`config.mk`:
```
export PLATFORM = sky130hd
export DESIGN_NAME = moving_average_smoother
export DESIGN_NICKNAME = d
export VERILOG_FILES = /design/src/rtl/mas_pkg.sv /design/src/rtl/mas_ram.sv /design/src/rtl/mas_divider.sv /design/src/rtl/moving_average_smoother.sv
export SDC_FILE = /design/constraint.sdc
export NUM_CORES = 2
export LEC_CHECK = 0
export BUFFER_PORTS_ARGS = -buffer_cell sky130_fd_sc_hd__buf_2
export CAP_MARGIN = 20
export CELL_PAD_IN_SITES_DETAIL_PLACEMENT = 1
export CELL_PAD_IN_SITES_GLOBAL_PLACEMENT = 2
export CORE_MARGIN = 4
export CORE_UTILIZATION = 42
export CTS_CLUSTER_SIZE = 8
export DETAILED_ROUTE_END_ITERATION = 7
export PLACE_DENSITY_LB_ADDON = 0.1
export SYNTH_ARGS = -nofsm -noshare
export SYNTH_HDL_FRONTEND = slang
export SYNTH_SLANG_ARGS = --single-unit
```
`constraint.sdc`:
```
create_clock -name clock -period 5.8 [get_ports clock]
set_input_delay 0.87 -clock clock [delete_from_list [all_inputs] [get_ports clock]]
set_output_delay 0.87 -clock clock [all_outputs]
set_load 0.1 [all_outputs]
```
`src/rtl/mas_pkg.sv`:
```
package mas_pkg;

   // mode register codes (code 3 behaves as pass through)
   localparam int          MODE_W    = 2;
   localparam logic [1:0]  MODE_PASS = 2'd0;
   localparam logic [1:0]  MODE_SMA  = 2'd1;
   localparam logic [1:0]  MODE_EMA  = 2'd2;

   // configuration register map
   localparam int          CSR_IDX_W  = 2;
   localparam int          CSR_DATA_W = 7;
   localparam logic [1:0]  CSR_MODE   = 2'd0;
   localparam logic [1:0]  CSR_WLEN   = 2'd1;

   // window length register
   localparam int          WLEN_W     = 7;
   localparam logic [6:0]  WLEN_RESET = 7'd4;

   // fixed-point constants for the exponential gain
   localparam int          FRAC_BITS   = 16;
   localparam int          ALPHA_W     = 17;
   localparam int          ALPHA_NUM   = 131072;
   localparam int          ALPHA_NUM_W = 18;
   localparam int          ROUND_HALF  = 32768;

endpackage

```
`src/rtl/mas_ram.sv`:
```
module mas_ram #(
   parameter int WIDTH = 32,
   parameter int DEPTH = 64
) (
   input  logic                     clock,
   input  logic                     wr_en,
   input  logic [$clog2(DEPTH)-1:0] wr_addr,
   input  logic [WIDTH-1:0]         wr_data,
   input  logic [$clog2(DEPTH)-1:0] rd_addr,
   output logic [WIDTH-1:0]         rd_data
);

   logic [WIDTH-1:0] mem_ff [DEPTH];
   logic [WIDTH-1:0] rd_data_ff;

   // one write port, registered read port
   always_ff @(posedge clock) begin
      if (wr_en) begin
         mem_ff[wr_addr] <= wr_data;
      end
      rd_data_ff <= mem_ff[rd_addr];
   end

   assign rd_data = rd_data_ff;

endmodule

```
`src/rtl/mas_divider.sv`:
```
module mas_divider #(
   parameter int DVD_W = 38,
   parameter int DVS_W = 7
) (
   input  logic             clock,
   input  logic             reset,
   input  logic             start,
   input  logic [DVD_W-1:0] dividend,
   input  logic [DVS_W-1:0] divisor,
   output logic             done,
   output logic [DVD_W-1:0] quotient
);

   localparam int CNT_W = (DVD_W > 1) ? $clog2(DVD_W) : 1;

   logic             active_ff;
   logic             done_ff;
   logic [CNT_W-1:0] cnt_ff;
   logic [DVS_W-1:0] rem_ff;
   logic [DVD_W-1:0] quo_ff;
   logic [DVS_W-1:0] dvs_ff;

   logic [DVS_W:0]   rem_shift;
   logic             fits;
   logic [DVS_W:0]   rem_diff;
   logic [DVS_W-1:0] rem_in;

   // one restoring step: shift in the next dividend bit, trial subtract
   always_comb begin
      rem_shift = {rem_ff, quo_ff[DVD_W-1]};
      fits      = rem_shift >= {1'b0, dvs_ff};
      rem_diff  = rem_shift - {1'b0, dvs_ff};
      rem_in    = fits ? rem_diff[DVS_W-1:0] : rem_shift[DVS_W-1:0];
   end

   // iteration control, one quotient bit per cycle
   always_ff @(posedge clock) begin
      if (reset) begin
         active_ff <= 1'b0;
         done_ff   <= 1'b0;
         cnt_ff    <= '0;
      end else begin
         done_ff <= 1'b0;
         if (start) begin
            active_ff <= 1'b1;
            cnt_ff    <= '0;
            rem_ff    <= '0;
            quo_ff    <= dividend;
            dvs_ff    <= divisor;
         end else if (active_ff) begin
            rem_ff <= rem_in;
            quo_ff <= {quo_ff[DVD_W-2:0], fits};
            cnt_ff <= cnt_ff + 1'b1;
            if (cnt_ff == CNT_W'(DVD_W - 1)) begin
               active_ff <= 1'b0;
               done_ff   <= 1'b1;
            end
         end
      end
   end

   assign done     = done_ff;
   assign quotient = quo_ff;

endmodule

```
`src/rtl/moving_average_smoother.sv`:
```
// channel  direction  handshake              payload
// csr      in         csr_valid / csr_ready  csr_index, csr_wdata
// req      in         req_valid / req_ready  req_sample, req_advance, req_restart
// rsp      out        rsp_valid / rsp_ready  rsp_smoothed, rsp_fill_count
//
// one word in flight at a time; req_ready is low from acceptance until the result is taken
// pass through and exponential priming words: the result is registered at acceptance,
//   averaging priming words first go through the push step
// averaging words: the bit-serial divider, preceded by a push on advance and by a drop
//   before that when a full window gives up its oldest word; the divider also computes
//   the exponential gain
// exponential words: divider, then one multiply and round
// synchronous active-high reset; window memory is not cleared, it is filled before read
// a stalled result holds the block; csr writes are taken only while idle, ahead of a word
module moving_average_smoother #(
   parameter int MAX_WINDOW   = 64,
   parameter int SAMPLE_WIDTH = 32
) (
   input  logic                                clock,
   input  logic                                reset,
   input  logic                                csr_valid,
   output logic                                csr_ready,
   input  logic [mas_pkg::CSR_IDX_W-1:0]       csr_index,
   input  logic [mas_pkg::CSR_DATA_W-1:0]      csr_wdata,
   input  logic                                req_valid,
   output logic                                req_ready,
   input  logic signed [SAMPLE_WIDTH-1:0]      req_sample,
   input  logic                                req_advance,
   input  logic                                req_restart,
   output logic                                rsp_valid,
   input  logic                                rsp_ready,
   output logic signed [SAMPLE_WIDTH-1:0]      rsp_smoothed,
   output logic [$clog2(MAX_WINDOW+1)-1:0]     rsp_fill_count
);

   localparam int SW     = SAMPLE_WIDTH;
   localparam int CNT_W  = $clog2(MAX_WINDOW + 1);
   localparam int PTR_W  = $clog2(MAX_WINDOW);
   localparam int SUM_W  = SW + PTR_W;
   localparam int DVS_W  = $clog2(MAX_WINDOW + 2);
   localparam int DVD_W  = (SUM_W > mas_pkg::ALPHA_NUM_W) ? SUM_W : mas_pkg::ALPHA_NUM_W;
   localparam int DIFF_W = SW + 1;
   localparam int PROD_W = DIFF_W + mas_pkg::ALPHA_W + 1;
   localparam int CMP_W  = (CNT_W > mas_pkg::WLEN_W) ? CNT_W : mas_pkg::WLEN_W;

   typedef enum logic [2:0] {
      S_IDLE,
      S_DROP,
      S_PUSH,
      S_DIV,
      S_MUL,
      S_ROUND,
      S_RESP
   } state_type;

   state_type                        state_ff;
   logic [mas_pkg::MODE_W-1:0]       mode_ff;
   logic [mas_pkg::WLEN_W-1:0]       wlen_ff;
   logic [PTR_W-1:0]                 wp_ff;
   logic [CNT_W-1:0]                 held_ff;
   logic signed [SUM_W-1:0]          sum_ff;
   logic signed [SW-1:0]             prev_ff;
   logic                             primed_ff;
   logic                             div_start_ff;
   logic                             prime_ff;
   logic                             adv_ff;
   logic signed [SW-1:0]             sample_ff;
   logic signed [DIFF_W-1:0]         diff_ff;
   logic [mas_pkg::ALPHA_W-1:0]      alpha_ff;
   logic signed [PROD_W-1:0]         prod_ff;
   logic signed [SW-1:0]             y_ff;

   logic                             csr_write;
   logic                             csr_listed;
   logic                             primed_eff;
   logic [CMP_W-1:0]                 wlen_ext;
   logic [CNT_W-1:0]                 n_eff;
   logic                             held_full;
   logic [CNT_W-1:0]                 wp_next;
   logic [PTR_W-1:0]                 wp_in;
   logic [DVS_W-1:0]                 n_plus1;
   logic                             sum_neg;
   logic [SUM_W-1:0]                 sum_mag;
   logic [DVD_W-1:0]                 div_dvd;
   logic [DVS_W-1:0]                 div_dvs;
   logic                             div_done;
   logic [DVD_W-1:0]                 div_quo;
   logic [SW-1:0]                    mean;
   logic signed [PROD_W-1:0]         rnd_sum;
   logic signed [PROD_W-1:0]         rnd_shift;
   logic [SW-1:0]                    ram_rd_data;

   // handshakes
   assign csr_ready  = (state_ff == S_IDLE);
   assign csr_write  = csr_valid & csr_ready;
   assign csr_listed = (csr_index == mas_pkg::CSR_MODE) || (csr_index == mas_pkg::CSR_WLEN);
   assign req_ready  = (state_ff == S_IDLE) & ~csr_valid;
   assign rsp_valid  = (state_ff == S_RESP);
   assign rsp_smoothed   = y_ff;
   assign rsp_fill_count = held_ff;

   // effective window length: 0 acts as 1, clipped at MAX_WINDOW
   always_comb begin
      wlen_ext = CMP_W'(wlen_ff);
      if (wlen_ext == '0) begin
         n_eff = CNT_W'(1);
      end else if (wlen_ext > CMP_W'(MAX_WINDOW)) begin
         n_eff = CNT_W'(MAX_WINDOW);
      end else begin
         n_eff = CNT_W'(wlen_ext);
      end
   end

   // window bookkeeping
   assign primed_eff = primed_ff & ~req_restart;
   assign held_full  = (held_ff == n_eff);
   assign wp_next    = CNT_W'(wp_ff) + 1'b1;
   assign wp_in      = (wp_next == n_eff) ? '0 : wp_next[PTR_W-1:0];

   // divider operands: mean magnitude, or gain numerator over N+1
   always_comb begin
      n_plus1 = DVS_W'(n_eff) + 1'b1;
      sum_neg = sum_ff[SUM_W-1];
      sum_mag = sum_neg ? SUM_W'(-sum_ff) : SUM_W'(sum_ff);
      if (mode_ff == mas_pkg::MODE_SMA) begin
         div_dvd = DVD_W'(sum_mag);
         div_dvs = DVS_W'(held_ff);
      end else begin
         div_dvd = DVD_W'(mas_pkg::ALPHA_NUM) + DVD_W'(n_plus1 >> 1);
         div_dvs = n_plus1;
      end
      mean = sum_neg ? (-div_quo[SW-1:0]) : div_quo[SW-1:0];
   end

   // gain product rounded to nearest, ties up
   always_comb begin
      rnd_sum   = prod_ff + PROD_W'(mas_pkg::ROUND_HALF);
      rnd_shift = rnd_sum >>> mas_pkg::FRAC_BITS;
   end

   mas_divider #(
      .DVD_W (DVD_W),
      .DVS_W (DVS_W)
   ) u_divider (
      .clock    (clock),
      .reset    (reset),
      .start    (div_start_ff),
      .dividend (div_dvd),
      .divisor  (div_dvs),
      .done     (div_done),
      .quotient (div_quo)
   );

   mas_ram #(
      .WIDTH (SW),
      .DEPTH (MAX_WINDOW)
   ) u_window (
      .clock   (clock),
      .wr_en   (state_ff == S_PUSH),
      .wr_addr (wp_ff),
      .wr_data (sample_ff),
      .rd_addr (wp_ff),
      .rd_data (ram_rd_data)
   );

   // sequencer with filter state
   always_ff @(posedge clock) begin
      if (reset) begin
         state_ff     <= S_IDLE;
         mode_ff      <= mas_pkg::MODE_PASS;
         wlen_ff      <= mas_pkg::WLEN_RESET;
         wp_ff        <= '0;
         held_ff      <= '0;
         sum_ff       <= '0;
         prev_ff      <= '0;
         primed_ff    <= 1'b0;
         div_start_ff <= 1'b0;
         prime_ff     <= 1'b0;
      end else begin
         div_start_ff <= 1'b0;
         case (state_ff)
            S_IDLE: begin
               if (csr_write) begin
                  if (csr_index == mas_pkg::CSR_MODE) begin
                     mode_ff <= csr_wdata[mas_pkg::MODE_W-1:0];
                  end else if (csr_index == mas_pkg::CSR_WLEN) begin
                     wlen_ff <= csr_wdata[mas_pkg::WLEN_W-1:0];
                  end
                  if (csr_listed) begin
                     wp_ff     <= '0;
                     held_ff   <= '0;
                     sum_ff    <= '0;
                     prev_ff   <= '0;
                     primed_ff <= 1'b0;
                  end
               end else if (req_valid) begin
                  sample_ff <= req_sample;
                  adv_ff    <= req_advance;
                  diff_ff   <= DIFF_W'(req_sample) - DIFF_W'(prev_ff);
                  y_ff      <= req_sample;
                  primed_ff <= primed_eff;
                  prime_ff  <= 1'b0;
                  case (mode_ff)
                     mas_pkg::MODE_SMA: begin
                        if (!primed_eff) begin
                           wp_ff     <= '0;
                           held_ff   <= '0;
                           sum_ff    <= '0;
                           primed_ff <= 1'b1;
                           prime_ff  <= 1'b1;
                           state_ff  <= S_PUSH;
                        end else if (req_advance) begin
                           state_ff <= held_full ? S_DROP : S_PUSH;
                        end else if (held_ff == '0) begin
                           state_ff <= S_RESP;
                        end else begin
                           div_start_ff <= 1'b1;
                           state_ff     <= S_DIV;
                        end
                     end
                     mas_pkg::MODE_EMA: begin
                        if (!primed_eff) begin
                           prev_ff   <= req_sample;
                           primed_ff <= 1'b1;
                           state_ff  <= S_RESP;
                        end else begin
                           div_start_ff <= 1'b1;
                           state_ff     <= S_DIV;
                        end
                     end
                     default: begin
                        state_ff <= S_RESP;
                     end
                  endcase
               end
            end
            // full window: oldest word sits at the write pointer
            S_DROP: begin
               sum_ff   <= sum_ff - SUM_W'($signed(ram_rd_data));
               held_ff  <= held_ff - 1'b1;
               state_ff <= S_PUSH;
            end
            S_PUSH: begin
               sum_ff  <= sum_ff + SUM_W'(sample_ff);
               wp_ff   <= wp_in;
               held_ff <= held_ff + 1'b1;
               if (prime_ff) begin
                  state_ff <= S_RESP;
               end else begin
                  div_start_ff <= 1'b1;
                  state_ff     <= S_DIV;
               end
            end
            S_DIV: begin
               if (div_done) begin
                  if (mode_ff == mas_pkg::MODE_SMA) begin
                     y_ff     <= $signed(mean);
                     state_ff <= S_RESP;
                  end else begin
                     alpha_ff <= div_quo[mas_pkg::ALPHA_W-1:0];
                     state_ff <= S_MUL;
                  end
               end
            end
            S_MUL: begin
               prod_ff  <= diff_ff * $signed({1'b0, alpha_ff});
               state_ff <= S_ROUND;
            end
            S_ROUND: begin
               y_ff     <= prev_ff + $signed(rnd_shift[SW-1:0]);
               state_ff <= S_RESP;
            end
            S_RESP: begin
               if (rsp_ready) begin
                  if (adv_ff) begin
                     prev_ff <= y_ff;
                  end
                  state_ff <= S_IDLE;
               end
            end
            default: begin
               state_ff <= S_IDLE;
            end
         endcase
      end
   end

   // window count never exceeds the effective length
   a_held_bound: assert property (@(posedge clock) disable iff (reset)
      held_ff <= n_eff)
      else $error("window count above window length");

   // write pointer stays inside the window
   a_wp_bound: assert property (@(posedge clock) disable iff (reset)
      CNT_W'(wp_ff) < n_eff)
      else $error("write pointer outside window");

   // the input is not ready right after a word is accepted
   a_busy_after_accept: assert property (@(posedge clock) disable iff (reset)
      (req_valid && req_ready) |=> !req_ready)
      else $error("input ready right after acceptance");

   // divider finishes only while the sequencer waits for it
   a_div_done_state: assert property (@(posedge clock) disable iff (reset)
      div_done |-> (state_ff == S_DIV))
      else $error("divider done outside divide state");

   // averaging divide never sees an empty window
   a_div_nonzero: assert property (@(posedge clock) disable iff (reset)
      (div_start_ff && (mode_ff == mas_pkg::MODE_SMA)) |-> (held_ff != '0))
      else $error("mean divide with empty window");

endmodule

```
== After elaboration in Yosys (flattened, before gate mapping) ==
Memory sizes are Yosys's and may differ from the RTL's. A register that Yosys moved wholly into a read port is not among the register bits.
Cells that the tools add are included.

* Register bits: 321
* Memory bits (writable): 2048
* Bits of input ports: 48
* Output and inout bits: 42
* Logic and storage cells: 178
* Memories: 1

{| class="wikitable"
|+ Memories
! memory !! words !! width !! rd ports !! clocked after memory_dff !! wr ports !! RTL line !! source
|-
| u_window.mem_ff || 64 || 32 || 1 || 1 || 1 || mas_ram.sv:13 || <nowiki>logic [WIDTH-1:0] mem_ff [DEPTH];</nowiki>
|}

* Add/subtract/negate cells: 14
* Multiply operators: 1
* Magnitude comparators: 2
* Equality and inequality tests: 24
* Muxes and demuxes: 76
* Bitwise logic cells: 10
* Reduce and logical (&&, ||, !) cells: 28

{| class="wikitable"
|+ Operators by type and width
! kind !! number
|-
| 32-bit 2-to-1 mux || 12
|-
| 38-bit 2-to-1 mux || 9
|-
| 38-bit one-hot mux with 3 select lines || 1
|-
| 32-bit one-hot mux with 3 select lines || 1
|-
| 7-bit 2-to-1 mux || 10
|-
| 32-bit one-hot mux with 2 select lines || 1
|-
| 48-bit by 17-bit adder with 48-bit output (second input constant) || 1
|-
| 33-bit by 18-bit multiplier with 48-bit output || 1
|-
| 38-bit by 32-bit adder with 38-bit output || 1
|-
| 38-bit negator || 1
|-
| 38-bit by 32-bit subtractor with 38-bit output || 1
|-
| 6-bit 2-to-1 mux || 6
|-
| 32-bit by 32-bit subtractor with 33-bit output || 1
|-
| 32-bit adder || 1
|-
| 32-bit negator || 1
|-
| 3-bit 2-to-1 mux || 9
|-
| 3-bit one-hot mux with 7 select lines || 1
|-
| 7-bit one-hot mux with 3 select lines || 1
|-
| 18-bit by 6-bit adder with 19-bit output (first input constant) || 1
|-
| 1-bit 2-to-1 mux || 19
|-
| 4-bit AND reduction || 4
|-
| 7-bit by 1-bit adder with 7-bit output (second input constant) || 2
|-
| 7-bit == test || 2
|-
| 7-bit zero test || 2
|-
| other kinds (35) || 66
|}

== Longest topological paths before layout ==
* Word-level depth: 11
* Gate-level depth with buffers: 25
* Gate-level depth less buffers: 23

== By module ==
A second synthesis with hierarchy kept.

* Cell total of the unflattened synthesis: 7694
* Area total of the unflattened synthesis: 117427.6 sq um

{| class="wikitable"
|+ Modules (own cells, without submodules)
! module !! instances !! cells each !! area each (sq um) !! seq. area each (sq um)
|-
| mas_ram || 1 || 3511 || 79039.6 || 62139.6
|-
| moving_average_smoother || 1 || 3978 || 35545.3 || 6406.1
|-
| mas_divider || 1 || 205 || 2842.7 || 1721.7
|}

== Worst setup path before layout ==
No wires, ideal clock.

* Path kind: reg-to-reg
* From: register alpha_ff[11] in the netlist's numbering
* To: register prod_ff[47] (data pin)
* Library setup time: 260 ps
* Data arrival time: 6156 ps
* Data required time: 5540 ps
* Path slack: -616 ps
* Stages on the path, launching flop included: 25
* Buffers on the path: 2
* Clock period less this slack: 6416 ps
* Path through: edfxtp_1 clkbuf_1 clkbuf_1 nand2_1 fa_1 inv_1 fa_1 inv_1 fa_1 inv_1 fa_1 fa_1 inv_1 fa_1 inv_1 ha_1 a211oi_1 nor2b_1 a21oi_1 a41o_1 a21o_1 a31o_2 a211oi_1 o21ai_0 xnor2_1

* Longest elaborated chain between the ends: 1

{| class="wikitable"
|+ Ends and longest elaborated chain
! item !! RTL line !! source
|-
| from (decl) || moving_average_smoother.sv:69 || <nowiki>logic [mas_pkg::ALPHA_W-1:0] alpha_ff;</nowiki>
|-
| from (signal assigned) || moving_average_smoother.sv:260 || <nowiki>alpha_ff <= div_quo[mas_pkg::ALPHA_W-1:0];</nowiki>
|-
| 33-bit by 18-bit multiplier with 48-bit output || moving_average_smoother.sv:266 || <nowiki>prod_ff <= diff_ff * $signed({1'b0, alpha_ff});</nowiki>
|-
| to (signal assigned) || moving_average_smoother.sv:266 ||
|-
| to (decl) || moving_average_smoother.sv:70 || <nowiki>logic signed [PROD_W-1:0] prod_ff;</nowiki>
|}

Every way passes these cells.
A chain may end at the register's enable or synchronous reset.

== Worst setup path in the final report ==
* From: register diff_ff[13]
* To: register prod_ff[47] (data pin)

* Longest elaborated chain between the ends: 1

{| class="wikitable"
|+ Ends and longest elaborated chain
! item !! RTL line !! source
|-
| from (decl) || moving_average_smoother.sv:68 || <nowiki>logic signed [DIFF_W-1:0] diff_ff;</nowiki>
|-
| from (signal assigned) || moving_average_smoother.sv:199 || <nowiki>diff_ff <= DIFF_W'(req_sample) - DIFF_W'(prev_ff);</nowiki>
|-
| 33-bit by 18-bit multiplier with 48-bit output || moving_average_smoother.sv:266 ||
|}

Every way passes these cells.

==> summary.txt <==
Timing
  – Clock skew: between 0.1 and 0.15 ns
  – Fin crit share: 111%
  – RSZ-0062 raised after global routing: yes
  – Final setup viols: 27
  – Final worst slack: -0.645 ns
  – Rel. slew slack: between 10% and 20%
  – Worst-margin pin slew: roughly 1.2 ns
  – Fin. max-slew vios: 0
  – Crit path time final: between 6 and 7 ns
  – Hold Vio Cnt, Final: 0
  – Fin Hold WS: around 0.29 ns
  – Maximum clock rate: 155 MHz

Drt
  – WL final: about 390 mm
  – DRT Pass-1 Iters: 6
  – Iter 0 DRT Violations: between 7,000 and 8,000
  – Final ANT Viol Nets: 0
  – DR vias/cell: about 6
  – Via count: between 70,000 and 80,000
  – Wire per inst: around 32 um
  – Residual DRC count: 0

Finish
  – Final #Nets: approximately 9,400
  – Final cell count without fillers: 12,300
  – Area growth, synth to finish: 16.6%
  – Layout cells sized above 1: 14.4%

Status
  – Violated checks: setup timing
  – Status: finished, violations left

Placement
  – GP Congestion: just under 0.9
  – DP Wirelength: around 260 mm
  – Input/output buffers: 89
  – Inst Count DP: about 12,000

Setup path
  – FF-to-FF setup slack: -0.64 ns
  – Slowest stage cell, crit path: fa_1
  – CP endpoint kind: register
  – Critical Path RT: between 6 and 7 ns
  – Worst Path Max Fanout: 4
  – Crit path kind: register to register
  – CP dominant cell by count: fa_1
  – Critical path data arrival time: approximately 7 ns
  – CP cell instances: buf_6, buf_4, and2_1, fa_1, inv_1, fa_1, fa_1, inv_1, fa_1, fa_1, inv_1, fa_1, inv_2, ha_4, a21oi_4, nor2_2, o31ai_2, a31oi_1, a41o_4, a21o_4, a31o_4, a211oi_4, o21ai_1, xnor2_1
  – Worst path bufs/invs: 6
  – Largest delay share family, worst path: adder cells
  – Worst Setup Start Kind: register
  – Max incr delay on CP: between 0.5 and 0.6 ns

Clock tree
  – TritonCTS buffer count: approximately 340
  – CTS root buf: clkbuf_16
  – CTS Hold Bufs: 0
  – Reg clk slew, reported paths: around 0.07 ns
  – Clk_lat worst skew: just over 0.9 ns
  – Num Clock Sinks: roughly 2,400
  – Maximum clock path buffer count: 4
  – CTS tree: done
  – CTS HTree Levels: 5

GRT
  – All-Layer GR Usage: 28.0%
  – Largest net degree at the start of global routing: just under 90
  – First-pass GRT wire length: approximately 560 mm
  – GRT overflow: 0
  – Number of global-route vias before repair: between 70,000 and 80,000
  – Antenna violations before repair: 18

Floorplan
  – Row cnt: roughly 190
  – Core Region: 0.266 mm^2
  – Die height: approximately 530 um
  – Number of top-level pins: 90
  – Die Wd: about 530 um
  – Die footprint: 0.276 mm^2
  – Initial core utilization: a little over two fifths

Synthesis
  – Synth area leader: edfxtp_1
  – Post-synthesis cell count: 8,080
  – Top cells by area, synth: edfxtp_1, fa_1, a22oi_1
  – Net Count, Synth: between 8,000 and 9,000
  – Unique masters post-synth: 75
  – Cell area after synthesis: around 0.11 mm^2
  – Sequential fraction of the synthesis area: a little over three fifths
  – Mean Syn Cell Area: about 14 um^2
  – Post-synth ARST share: 0%
  – Ys Warns: 0
  – Synth Flop Type: edfxtp_1
  – Top cell type's share of synthesized area: about three fifths
  – EDFF count, synth: between 2,000 and 2,500
  – #FFs+latches synth: approximately 2,400

Pwr
  – VDD IR-drop max: roughly 1 mV
  – Power Density: between 500 and 600 mW/mm^2
  – Leakage Power: between 40 and 50 nW

Worst hold path
  – Worst Hold Class: input port to register

Flow run
  – Max Cap Viol: 0
==> metrics by stage <==
| step | total power (W) | utilization [%] | cell area (um^2) | TNS [ns] | worst slack (ns) |
|---|---|---|---|---|---|
| floorplan | 0.0424 | - | 113000 | -0.813 | -0.214 |
| global placement | 0.0570 | 45.6 | 121000 | -16.93 | -0.893 |
| detailed placement | 0.0576 | 45.6 | 121000 | -17.32 | -0.851 |
| CTS | 0.0768 | 49.2 | 131000 | -9.42 | -0.654 |
| global route | 0.0823 | 49.3 | 131000 | -16.42 | -0.924 |
| finish | 0.0773 | 49.3 | 131000 | -10.03 | -0.645 |
==> worst reg2reg max path, cell delays in order (launching register included) <==
cell and delay [ns]:
edfxtp_1 0.45, buf_6 0.16, buf_4 0.12, and2_1 0.17
fa_1 0.48, inv_1 0.05, fa_1 0.51, fa_1 0.50
inv_1 0.05, fa_1 0.48, fa_1 0.51, inv_1 0.05
fa_1 0.49, inv_2 0.05, ha_4 0.22, a21oi_4 0.16
nor2_2 0.07, o31ai_2 0.25, a31oi_1 0.14, a41o_4 0.29
a21o_4 0.23, a31o_4 0.25, a211oi_4 0.24, o21ai_1 0.11
xnor2_1 0.14
==> registers in the layout, summed over array words and instances (netlist names), 32 cells and up <==
name and cells:
prev_ff 32, u_divider.quotient 38, u_window.rd_data 32, sum_ff 38, prod_ff 33, u_window.mem_ff 2048, diff_ff 33, sample_ff 32
rsp_smoothed 32
==> repair_timing <==
| action | CTS | global route |
|---|---|---|
| hold endpoints to repair | 0 | 0 |
| pin swaps | 27 | 30 |
| cloned | 1 | 0 |
| gates resized for setup | 59 | 44 |
| endpoints found under the setup margin | 29 | 30 |
| setup buffers | 6 | 10 |
==> cells by family after synthesis <==
family                   count (synthesis)  synth area share, %
flip-flops                            2386                 62.5
AO/OA/AOI/OAI                         1986                 12.7
AND/OR/NAND/NOR                       1482                 6.61
buffers and inverters                 1175                 3.93
adder cells (fa/ha/maj)                751                 11.8
XOR/XNOR                               282                 2.20
multiplexers                            18                0.164
==> layout make-up <==
cell class	count	area (um^2)
Fill cell	26100	135000
Clock inverter	19	340
Clock buffer	415	8940
Tap cell	3533	4420
Inverter	734	2760
Timing Repair Buffer	649	5350
Antenna cell	10	25.0
Multi-Input combinational cell	4519	38900
Sequential cell	2386	70300
==> synth_stat cells (191+ instances only) <==
cell type and count:
and2_1 327, fa_1 519, a21oi_1 191, edfxtp_1 2248, nand2_1 424, ha_1 232, a22o_1 200, nor2_1 291
inv_1 733, a31oi_1 207, a22oi_1 706, clkbuf_1 353, a221oi_1 201
==> cells in the final DEF, fill, tap and decap left out, types with 22 or more instances in the layout <==
cell type / count
edfxtp_1: 2248
inv_1: 721
a22oi_1: 706
fa_1: 501
buf_4: 493
nand2_1: 418
clkbuf_16: 346
and2_1: 306
ha_1: 217
nor2_1: 216
a31oi_1: 207
a22o_1: 200
a221oi_1: 200
a21oi_1: 180
o21ai_0: 167
xnor2_1: 164
dfxtp_1: 136
xor2_1: 118
buf_2: 89
nand4_1: 87
nand3_1: 76
nor2_4: 67
clkbuf_1: 67
a21o_1: 53
buf_12: 51
a211oi_1: 49
nor3_1: 47
nor2b_1: 38
o22ai_1: 34
o31ai_1: 31
or3_1: 29
nor4_1: 27
and3_1: 22
==> routing by layer <==
metal / part of all wire, % / up-vias / global-route usage [%] / wire length, um
li1: - / 31300 / - / -
met5: 0.0059 / - / 0 / 23
met3: 6.2 / 630 / 3.50 / 24300
met2: 48 / 2819 / 46.8 / 190000
met1: 40 / 38900 / 37.0 / 159000
met4: 5.1 / 4 / 12.1 / 20100
==> where the power goes <==
part / switching, W / internal [W]
combinational: 0.0209 / 0.0168
clock: 0.00721 / 0.0107
sequential: 0.000860 / 0.0208
==> path summary, 6_finish.rpt <==
kind	end	startpoint	cells after the start
setup reg to reg	prod_ff[47]	diff_ff[13]	24
hold / removal	wlen_ext[5]	csr_wdata[5]	3
hold reg to reg	u_divider.cnt_ff[5]	u_divider.cnt_ff[5]	2
setup / recovery	prod_ff[47]	diff_ff[13]	24
Power figures use the tool's default switching activity.
